File: src/sst_pkg.sv
// Shared types and codes for the sorted set table.
// No dependencies; imported by sst_out, sst_seq and the core, not by sst_mem.
`timescale 1ns / 1ps
`default_nettype none

package sst_pkg;

  // Operation codes of the input item
  localparam logic [2:0] FUNC_ADD    = 3'd0;
  localparam logic [2:0] FUNC_REMOVE = 3'd1;
  localparam logic [2:0] FUNC_TEST   = 3'd2;
  localparam logic [2:0] FUNC_READ   = 3'd3;
  localparam logic [2:0] FUNC_LIST   = 3'd4;

  // Status codes of a result item
  localparam logic [1:0] STAT_DONE   = 2'd0;
  localparam logic [1:0] STAT_NOCHG  = 2'd1;
  localparam logic [1:0] STAT_FULL   = 2'd2;
  localparam logic [1:0] STAT_EMPTY  = 2'd3;

  typedef struct packed {
    logic [2:0]         func;
    logic signed [31:0] value;
  } sst_in_t;

  typedef struct packed {
    logic [1:0]         status;
    logic               hit;
    logic signed [31:0] data;
    logic [4:0]         count;
    logic               is_empty;
    logic               last;
  } sst_out_t;

endpackage

`default_nettype wire

File: src/sst_mem.sv
// Element store: one write port, one registered read port.
// Depends on nothing but its parameters.
`timescale 1ns / 1ps
`default_nettype none

module sst_mem #(
  parameter int DEPTH = 16,
  parameter int EW    = 32,
  parameter int AW    = 4
) (
  input  wire logic          clk,
  input  wire logic          rd_en,
  input  wire logic [AW-1:0] rd_addr,
  output logic [EW-1:0]      rd_data,
  input  wire logic          wr_en,
  input  wire logic [AW-1:0] wr_addr,
  input  wire logic [EW-1:0] wr_data
);

  logic [EW-1:0] mem [DEPTH];

  // Write one entry
  always_ff @(posedge clk) begin
    if (wr_en) begin
      mem[wr_addr] <= wr_data;
    end
  end

  // Read one entry into the output register; hold it when not enabled
  always_ff @(posedge clk) begin
    if (rd_en) begin
      rd_data <= mem[rd_addr];
    end
  end

endmodule

`default_nettype wire

File: src/sst_out.sv
// Result register with valid/stall handshake toward the consumer.
// Depends on sst_pkg for the result type.
`timescale 1ns / 1ps
`default_nettype none

module sst_out
  import sst_pkg::*;
(
  input  wire logic     clk,
  input  wire logic     rst_n,
  input  wire logic     ld,
  input  wire sst_out_t res,
  output logic          free,
  output logic          out_valid,
  input  wire logic     out_stall,
  output sst_out_t      out_item
);

  logic valid_r;
  logic valid_nxt;

  // Slot is free when empty or when its transfer completes this cycle
  assign free = !valid_r || !out_stall;

  always_comb begin
    valid_nxt = valid_r;
    if (ld) begin
      valid_nxt = 1'b1;
    end else if (!out_stall) begin
      valid_nxt = 1'b0;
    end
  end

  always_ff @(posedge clk) begin
    if (!rst_n) begin
      valid_r <= 1'b0;
    end else begin
      valid_r <= valid_nxt;
    end
  end

  // Load payload only on a new result; hold it while stalled
  always_ff @(posedge clk) begin
    if (ld) begin
      out_item <= res;
    end
  end

  assign out_valid = valid_r;

endmodule

`default_nettype wire

File: src/sst_seq.sv
// Sequencer: scans the store one entry per cycle, shifts entries on add
// and remove, and emits results. Depends on sst_pkg.
`timescale 1ns / 1ps
`default_nettype none

module sst_seq
  import sst_pkg::*;
#(
  parameter int CAPACITY = 16,
  parameter int EW       = 32,
  parameter int AW       = 4,
  parameter int CW       = 5
) (
  input  wire logic          clk,
  input  wire logic          rst_n,
  input  wire logic          in_valid,
  output logic               in_stall,
  input  wire sst_in_t       in_item,
  output logic               rd_en,
  output logic [AW-1:0]      rd_addr,
  input  wire logic [EW-1:0] rd_data,
  output logic               wr_en,
  output logic [AW-1:0]      wr_addr,
  output logic [EW-1:0]      wr_data,
  input  wire logic          out_free,
  output logic               ld,
  output sst_out_t           res
);

  typedef enum logic [4:0] {
    S_IDLE = 5'b00001,
    S_SCAN = 5'b00010,
    S_TAIL = 5'b00100,
    S_LIST = 5'b01000,
    S_RESP = 5'b10000
  } state_t;

  state_t        state_r, state_nxt;
  logic [CW-1:0] count_r, count_nxt;
  logic [AW-1:0] idx_r, idx_nxt;
  logic          flag_r, flag_nxt;
  logic          single_r, single_nxt;
  logic [2:0]    func_r, func_nxt;
  logic [EW-1:0] e_r, e_nxt;
  logic [EW-1:0] carry_r, carry_nxt;
  logic [1:0]    st_r, st_nxt;
  logic          hit_r, hit_nxt;

  logic              accept;
  logic [EW+31:0]    val_sx;
  logic [EW+31:0]    rd_sx;
  logic [CW+4:0]     cnt_ext;
  logic              eq, lt, gt;
  logic              is_last;
  logic              full;
  logic              empty;

  assign accept  = in_valid && (state_r == S_IDLE);
  assign in_stall = (state_r != S_IDLE);

  // Bring the 32-bit input to element width, and an element back to 32 bits
  assign val_sx  = {{EW{in_item.value[31]}}, in_item.value};
  assign rd_sx   = {{32{rd_data[EW-1]}}, rd_data};
  assign cnt_ext = {5'b0, count_r};

  // Compare the entry just read against the operand
  assign eq      = (rd_data == e_r);
  assign lt      = ($signed(rd_data) < $signed(e_r));
  assign gt      = !eq && !lt;
  assign is_last = ((CW'(idx_r) + CW'(1)) == count_r);
  assign full    = (count_r == CW'(CAPACITY));
  assign empty   = (count_r == '0);

  always_comb begin
    state_nxt  = state_r;
    count_nxt  = count_r;
    idx_nxt    = idx_r;
    flag_nxt   = flag_r;
    single_nxt = single_r;
    func_nxt   = func_r;
    e_nxt      = e_r;
    carry_nxt  = carry_r;
    st_nxt     = st_r;
    hit_nxt    = hit_r;
    rd_en      = 1'b0;
    rd_addr    = idx_r + AW'(1);
    wr_en      = 1'b0;
    wr_addr    = idx_r;
    wr_data    = carry_r;
    ld         = 1'b0;
    res        = '0;
    res.count    = cnt_ext[4:0];
    res.is_empty = empty;

    unique case (state_r)
      S_IDLE: begin
        if (accept) begin
          func_nxt   = in_item.func;
          e_nxt      = val_sx[EW-1:0];
          flag_nxt   = 1'b0;
          hit_nxt    = 1'b0;
          idx_nxt    = '0;
          rd_addr    = '0;
          single_nxt = (in_item.func == FUNC_READ);
          case (in_item.func)
            FUNC_ADD: begin
              if (empty) begin
                // First element goes straight to entry zero
                wr_en     = 1'b1;
                wr_addr   = '0;
                wr_data   = val_sx[EW-1:0];
                count_nxt = CW'(1);
                st_nxt    = STAT_DONE;
                state_nxt = S_RESP;
              end else begin
                rd_en     = 1'b1;
                state_nxt = S_SCAN;
              end
            end
            FUNC_REMOVE, FUNC_TEST: begin
              if (empty) begin
                st_nxt    = (in_item.func == FUNC_TEST) ? STAT_DONE : STAT_NOCHG;
                state_nxt = S_RESP;
              end else begin
                rd_en     = 1'b1;
                state_nxt = S_SCAN;
              end
            end
            FUNC_READ, FUNC_LIST: begin
              if (empty) begin
                st_nxt    = STAT_EMPTY;
                state_nxt = S_RESP;
              end else begin
                rd_en     = 1'b1;
                state_nxt = S_LIST;
              end
            end
            default: begin
              st_nxt    = STAT_NOCHG;
              state_nxt = S_RESP;
            end
          endcase
        end
      end

      S_SCAN: begin
        // Advance to the next entry unless this step finishes the scan
        case (func_r)
          FUNC_ADD: begin
            if (!flag_r) begin
              if (eq) begin
                st_nxt    = STAT_NOCHG;
                state_nxt = S_RESP;
              end else if (gt) begin
                if (full) begin
                  st_nxt    = STAT_FULL;
                  state_nxt = S_RESP;
                end else begin
                  wr_en     = 1'b1;
                  wr_data   = e_r;
                  carry_nxt = rd_data;
                  flag_nxt  = 1'b1;
                  if (is_last) begin
                    state_nxt = S_TAIL;
                  end else begin
                    rd_en   = 1'b1;
                    idx_nxt = idx_r + AW'(1);
                  end
                end
              end else if (is_last) begin
                if (full) begin
                  st_nxt    = STAT_FULL;
                  state_nxt = S_RESP;
                end else begin
                  carry_nxt = e_r;
                  state_nxt = S_TAIL;
                end
              end else begin
                rd_en   = 1'b1;
                idx_nxt = idx_r + AW'(1);
              end
            end else begin
              // Shift up: write the held entry, hold the one just read
              wr_en     = 1'b1;
              carry_nxt = rd_data;
              if (is_last) begin
                state_nxt = S_TAIL;
              end else begin
                rd_en   = 1'b1;
                idx_nxt = idx_r + AW'(1);
              end
            end
          end
          FUNC_REMOVE: begin
            if (flag_r) begin
              // Shift down over the removed entry
              wr_en   = 1'b1;
              wr_addr = idx_r - AW'(1);
              wr_data = rd_data;
            end else if (eq) begin
              flag_nxt = 1'b1;
            end
            if (!flag_r && gt) begin
              st_nxt    = STAT_NOCHG;
              state_nxt = S_RESP;
            end else if (is_last) begin
              if (flag_r || eq) begin
                count_nxt = count_r - CW'(1);
                st_nxt    = STAT_DONE;
              end else begin
                st_nxt    = STAT_NOCHG;
              end
              state_nxt = S_RESP;
            end else begin
              rd_en   = 1'b1;
              idx_nxt = idx_r + AW'(1);
            end
          end
          default: begin
            // Membership test
            st_nxt = STAT_DONE;
            if (eq || gt || is_last) begin
              hit_nxt   = eq;
              state_nxt = S_RESP;
            end else begin
              rd_en   = 1'b1;
              idx_nxt = idx_r + AW'(1);
            end
          end
        endcase
      end

      S_TAIL: begin
        // Write the displaced top entry one past the old end
        wr_en     = 1'b1;
        wr_addr   = count_r[AW-1:0];
        wr_data   = carry_r;
        count_nxt = count_r + CW'(1);
        st_nxt    = STAT_DONE;
        state_nxt = S_RESP;
      end

      S_LIST: begin
        if (out_free) begin
          ld          = 1'b1;
          res.status  = STAT_DONE;
          res.data    = rd_sx[31:0];
          res.last    = single_r || is_last;
          if (single_r || is_last) begin
            state_nxt = S_IDLE;
          end else begin
            rd_en   = 1'b1;
            idx_nxt = idx_r + AW'(1);
          end
        end
      end

      S_RESP: begin
        if (out_free) begin
          ld         = 1'b1;
          res.status = st_r;
          res.hit    = hit_r;
          res.last   = 1'b1;
          state_nxt  = S_IDLE;
        end
      end

      default: begin
        state_nxt = S_IDLE;
      end
    endcase
  end

  always_ff @(posedge clk) begin
    if (!rst_n) begin
      state_r <= S_IDLE;
      count_r <= '0;
    end else begin
      state_r <= state_nxt;
      count_r <= count_nxt;
    end
  end

  always_ff @(posedge clk) begin
    idx_r    <= idx_nxt;
    flag_r   <= flag_nxt;
    single_r <= single_nxt;
    func_r   <= func_nxt;
    e_r      <= e_nxt;
    carry_r  <= carry_nxt;
    st_r     <= st_nxt;
    hit_r    <= hit_nxt;
  end

endmodule

`default_nettype wire

File: src/sorted_set_table_core.sv
// Sorted set table: a set of distinct signed elements kept in ascending
// order in a single-port-read, single-port-write memory of CAPACITY entries.
// Add, remove and test scan the store from the smallest entry, one entry
// per cycle through the memory read port, and stop at the first entry not
// less than the operand; add and remove shift the entries behind it in the
// same pass; an add that succeeds on a set that is not empty then writes
// the displaced top entry one past the old end. Read smallest returns the
// first entry as its only result; a listing gives one result per cycle
// once the first entry is read, and slows only when the consumer stalls.
// Items are taken one at a time: in_stall is high from the transfer of an
// item until its last result sits in the output register.
// Depends on sst_pkg, sst_mem, sst_out and sst_seq.
`timescale 1ns / 1ps
`default_nettype none

module sorted_set_table_core
  import sst_pkg::*;
#(
  parameter int CAPACITY   = 16,
  parameter int ELEM_WIDTH = 32
) (
  input  wire logic    clk,
  input  wire logic    rst_n,
  input  wire logic    in_valid,
  output logic         in_stall,
  input  wire sst_in_t in_item,
  output logic         out_valid,
  input  wire logic    out_stall,
  output sst_out_t     out_item
);

  localparam int AW = (CAPACITY > 1) ? $clog2(CAPACITY) : 1;
  localparam int CW = $clog2(CAPACITY + 1);

  logic                  rd_en;
  logic [AW-1:0]         rd_addr;
  logic [ELEM_WIDTH-1:0] rd_data;
  logic                  wr_en;
  logic [AW-1:0]         wr_addr;
  logic [ELEM_WIDTH-1:0] wr_data;
  logic                  out_free;
  logic                  ld;
  sst_out_t              res;

  sst_mem #(
    .DEPTH (CAPACITY),
    .EW    (ELEM_WIDTH),
    .AW    (AW)
  ) u_mem (
    .clk     (clk),
    .rd_en   (rd_en),
    .rd_addr (rd_addr),
    .rd_data (rd_data),
    .wr_en   (wr_en),
    .wr_addr (wr_addr),
    .wr_data (wr_data)
  );

  sst_seq #(
    .CAPACITY (CAPACITY),
    .EW       (ELEM_WIDTH),
    .AW       (AW),
    .CW       (CW)
  ) u_seq (
    .clk      (clk),
    .rst_n    (rst_n),
    .in_valid (in_valid),
    .in_stall (in_stall),
    .in_item  (in_item),
    .rd_en    (rd_en),
    .rd_addr  (rd_addr),
    .rd_data  (rd_data),
    .wr_en    (wr_en),
    .wr_addr  (wr_addr),
    .wr_data  (wr_data),
    .out_free (out_free),
    .ld       (ld),
    .res      (res)
  );

  sst_out u_out (
    .clk       (clk),
    .rst_n     (rst_n),
    .ld        (ld),
    .res       (res),
    .free      (out_free),
    .out_valid (out_valid),
    .out_stall (out_stall),
    .out_item  (out_item)
  );

  // One item at a time: a transfer closes the input until its results go out
  a_one_item: assert property (@(posedge clk) disable iff (!rst_n)
    (in_valid && !in_stall) |=> in_stall)
    else $error("input transfer taken while an item is in flight");

  // An empty-set result is the only result of its item
  a_empty_last: assert property (@(posedge clk) disable iff (!rst_n)
    (out_valid && out_item.status == STAT_EMPTY) |-> (out_item.is_empty && out_item.last))
    else $error("empty status without empty flag or last mark");

  // A hit comes only from a completed membership test
  a_hit_done: assert property (@(posedge clk) disable iff (!rst_n)
    (out_valid && out_item.hit) |-> (out_item.status == STAT_DONE && out_item.last))
    else $error("hit reported on a result that is not a test answer");

  // The empty flag agrees with the reported count
  a_empty_count: assert property (@(posedge clk) disable iff (!rst_n)
    (out_valid && out_item.is_empty) |-> (out_item.count == 5'd0))
    else $error("empty flag with nonzero count");

endmodule

`default_nettype wire
File: config.mk
export PLATFORM = sky130hd
export DESIGN_NAME = sorted_set_table_core
export DESIGN_NICKNAME = d
export VERILOG_FILES = /design/src/sst_pkg.sv /design/src/sst_mem.sv /design/src/sst_out.sv /design/src/sst_seq.sv /design/src/sorted_set_table_core.sv
export SDC_FILE = /design/constraint.sdc
export NUM_CORES = 1
export LEC_CHECK = 0
export ABC_AREA = 1
export BUFFER_PORTS_ARGS = -buffer_cell sky130_fd_sc_hd__buf_4
export CORE_MARGIN = 5
export CORE_UTILIZATION = 65
export DETAILED_ROUTE_END_ITERATION = 8
export HOLD_SLACK_MARGIN = 0.05
export PLACE_DENSITY = 0.83
export SLEW_MARGIN = 10
export SYNTH_ARGS = -nofsm -noshare
export SYNTH_HDL_FRONTEND = slang
export SYNTH_SLANG_ARGS = --single-unit
File: constraint.sdc
create_clock -name clk -period 11.59 [get_ports clk]
set_input_delay 1.7385 -clock clk [delete_from_list [all_inputs] [get_ports clk]]
set_output_delay 1.7385 -clock clk [all_outputs]
set_load 0.02 [all_outputs]
==> results_dict.tcl <==
set metrics [dict create \
    power_leakage_nw 12.1 \
    cts_tree "done" \
    cap_violations 0 \
    seq_area_frac_synth_pct 66.8 \
    grt_usage_pct 30.4 \
    tns_ns 0 \
    fp-row-count 78 \
    rsz0062_at_grt "false" \
    timing.fmax_mhz 218 \
    synth_area_sq_um 30100 \
    critPathMaxStageDelay_ns 0.84 \
    path_class "input port to register" \
    grt_pass1_vias 20700 \
    synth_cell_types 51 \
    synth_top_family_by_area "simple AND/OR/NAND/NOR gates" \
    clock_latency_ns 0.62 \
    cts-hold-fix-buffers 0 \
    synth-edff-count 662 \
    synthXorXnorAreaFrac_pct 0.204 \
    required_ns 12.03 \
    critPathLaunchType "input port" \
    post_cts_resized 0 \
    vdd_drop_max_mv 0.310 \
    ant_nets 0 \
    dieHeight_microns 225 \
    synth-compound-area-share_pct 11.9 \
    pwr_density_cell_nw_per_um2 265 \
    cp_max_fo 100 \
    clk_path_buf_depth 3 \
    antenna_found_initial 0 \
    synthSimpleGateAreaFrac_pct 14.5 \
    path_cells "buf_4, nand2_8, nand2_8, inv_6, buf_4, nor2_1, o31ai_1, o21ai_0, o22ai_1" \
    cts_buffers 68 \
    synthToLayoutAreaGrowth_pct 10.6 \
    setup_viol 0 \
    dp_hpwl_mm 47.3 \
    syn_nets 2779 \
    slew_headroom_pct 20.0 \
    ys.warnings.count 0 \
    final_hold_viol_count 0 \
    power_mw 8.83 \
    post_cts_buffers 0 \
    skew_ns 0.0265 \
    drive_gt1_share_pct 11.3 \
    fin_crit_sh_pct 39.6 \
    io_pins 83 \
    design.die.area_sq_um 50700 \
    initial_core_util_pct 66.0 \
    grt_pass1_wl_mm 119 \
    layout_commonest_cell "edfxtp_1" \
    dr_total_vias 21800 \
    dp.cells 3246 \
    drc 0 \
    fin_crit_ns 4.59 \
    cts_sinks 673 \
    ys.flop_type "edfxtp_1" \
    dpl_cell_area_sq_um 31100 \
    layout.nets 2796 \
    overflow 0 \
    grt_max_degree 189 \
    synth-seq-cells 673 \
    ys_async_sr_fraction_pct 0 \
    final_cell_mix "662 x edfxtp_1, 516 x nand2_1, 330 x nor2_1" \
    gp_congestion 0.901 \
    outcome "completed" \
    path_clk_slew_ns 0.06 \
    avgViaCountPerCell 6.46 \
    portBuffers 82 \
    antenna_cells 0 \
    cts-root-buf "clkbuf_16" \
    layout.cells.non_filler 3369 \
    min_path_type "register to register" \
    die_width_microns 225 \
    critical_path_arrival_ns 5.02 \
    synth_fa_ha_area_share_pct 1.73 \
    synth_cells 2699 \
    design_area_sq_um 33300 \
    wire_per_inst_microns 23.3 \
    slew_viol_final 0 \
    htreeDepth 3 \
    muxShareOfSynthArea_pct 0 \
    avgSynthCellArea_sq_um 11.1 \
    crit_path_end_kind "register" \
    slowest_stage "buf_4" \
    tightest_slew_ns 1.20 \
    dr.pass1.iters 8 \
    wirelength_mm 78.7 \
    drtIter0Drc 3842 \
    core_area_sq_um 45600 \
]
==> logic make-up (layout without fill, tap and decap cells) <==
kind of cell             after synthesis  in the layout
AO/OA/AOI/OAI                        582            582
XOR/XNOR                               7              7
adder cells (fa/ha/maj)               41             41
buffers and inverters                343            413
flip-flops                           673            673
AND/OR/NAND/NOR                     1053           1053
==> sequential cells by signal, indices dropped and copies added, names as in the netlist <==
| name | cells |
|---|---|
| u_seq.count_r | 5 |
| u_seq.func_r | 3 |
| u_out.out_valid | 1 |
| u_out.out_item | 42 |
| u_seq.single_r | 1 |
| u_seq.state_r | 5 |
| u_mem.mem | 512 |
| u_seq.flag_r | 1 |
| u_seq.carry_r | 32 |
| u_mem.rd_data | 32 |
| u_seq.e_r | 32 |
| u_seq.hit_r | 1 |
| u_seq.st_r | 2 |
| u_seq.idx_r | 4 |
==> power breakdown <==
part / total [mW] / switching, mW / internal [mW]
Clock: 2.18 / 0.937 / 1.24
Combinational: 3.48 / 2.56 / 0.919
Sequential: 3.17 / 0.0997 / 3.07
==> critical path, delay by kind of cell <==
kind / cells / cell delay, ns
buf+inv: 3 / 1.71
compound gates: 3 / 0.91
simple gates: 3 / 0.52
==> through the flow <==
stage / utilization (%) / worst slack [ns] / hold WS (ns)
floorplan: - / 6.93 / 0.462
global placement: 68.2 / 6.57 / 0.485
detailed placement: 68.2 / 6.46 / 0.488
CTS: 73.0 / 7.07 / 0.496
global route: 73.0 / 6.81 / 0.525
finish: 73.0 / 7.00 / 0.503
==> Yosys cell counts, types with 4 or more instances <==
| cell type | instances | area [sq um] |
|---|---|---|
| edfxtp_1 | 662 | 19900 |
| nand2_1 | 518 | 1940 |
| nor2_1 | 347 | 1300 |
| o21ai_0 | 178 | 891 |
| inv_1 | 177 | 664 |
| a21oi_1 | 87 | 435 |
| clkbuf_1 | 75 | 282 |
| nor3_1 | 70 | 350 |
| a211oi_1 | 66 | 495 |
| o211ai_1 | 66 | 495 |
| o31ai_1 | 64 | 480 |
| or2_2 | 64 | 400 |
| buf_2 | 54 | 270 |
| ha_1 | 40 | 500 |
| o21ai_1 | 39 | 195 |
| o22ai_1 | 35 | 219 |
| a22oi_1 | 31 | 233 |
| nand3_1 | 29 | 145 |
| buf_4 | 16 | 120 |
| dfxtp_1 | 11 | 220 |
| inv_2 | 8 | 30.0 |
| nand4_1 | 8 | 50.1 |
| buf_1 | 6 | 22.5 |
| buf_6 | 5 | 56.3 |
| xor2_1 | 4 | 35.0 |
==> per-layer routing <==
layer | GRT usage [%] | up-vias | routed length, microns
li1 | - | 9580 | -
met1 | 44.6 | 10500 | 29800
met2 | 47.7 | 1552 | 36800
met3 | 5.55 | 168 | 10300
met4 | 8.67 | 0 | 1710
met5 | 0 | - | 0
==> final timing paths <==
| check | start | endpoint | slack (ns) | depth (start not counted) |
|---|---|---|---|---|
| max | in_valid | u_mem.rd_data[20] | 7.00 | 9 |
| min reg2reg | u_seq.state_r[1] | u_seq.state_r[1] | 0.50 | 2 |
| min | u_seq.state_r[1] | u_seq.state_r[1] | 0.50 | 2 |
| max reg2reg | u_seq.func_r[2] | u_mem.mem[9][22] | 7.07 | 16 |
==> final cells by class <==
class	count	area, sq um
clock inverter	37	413
clock buffer	86	1790
tap	600	751
fill	2830	12300
sequential	673	20100
inverter	187	719
multi-input combinational	1683	8710
timing repair buffer	103	786
No activity file was read; power rests on OpenSTA's default activity.
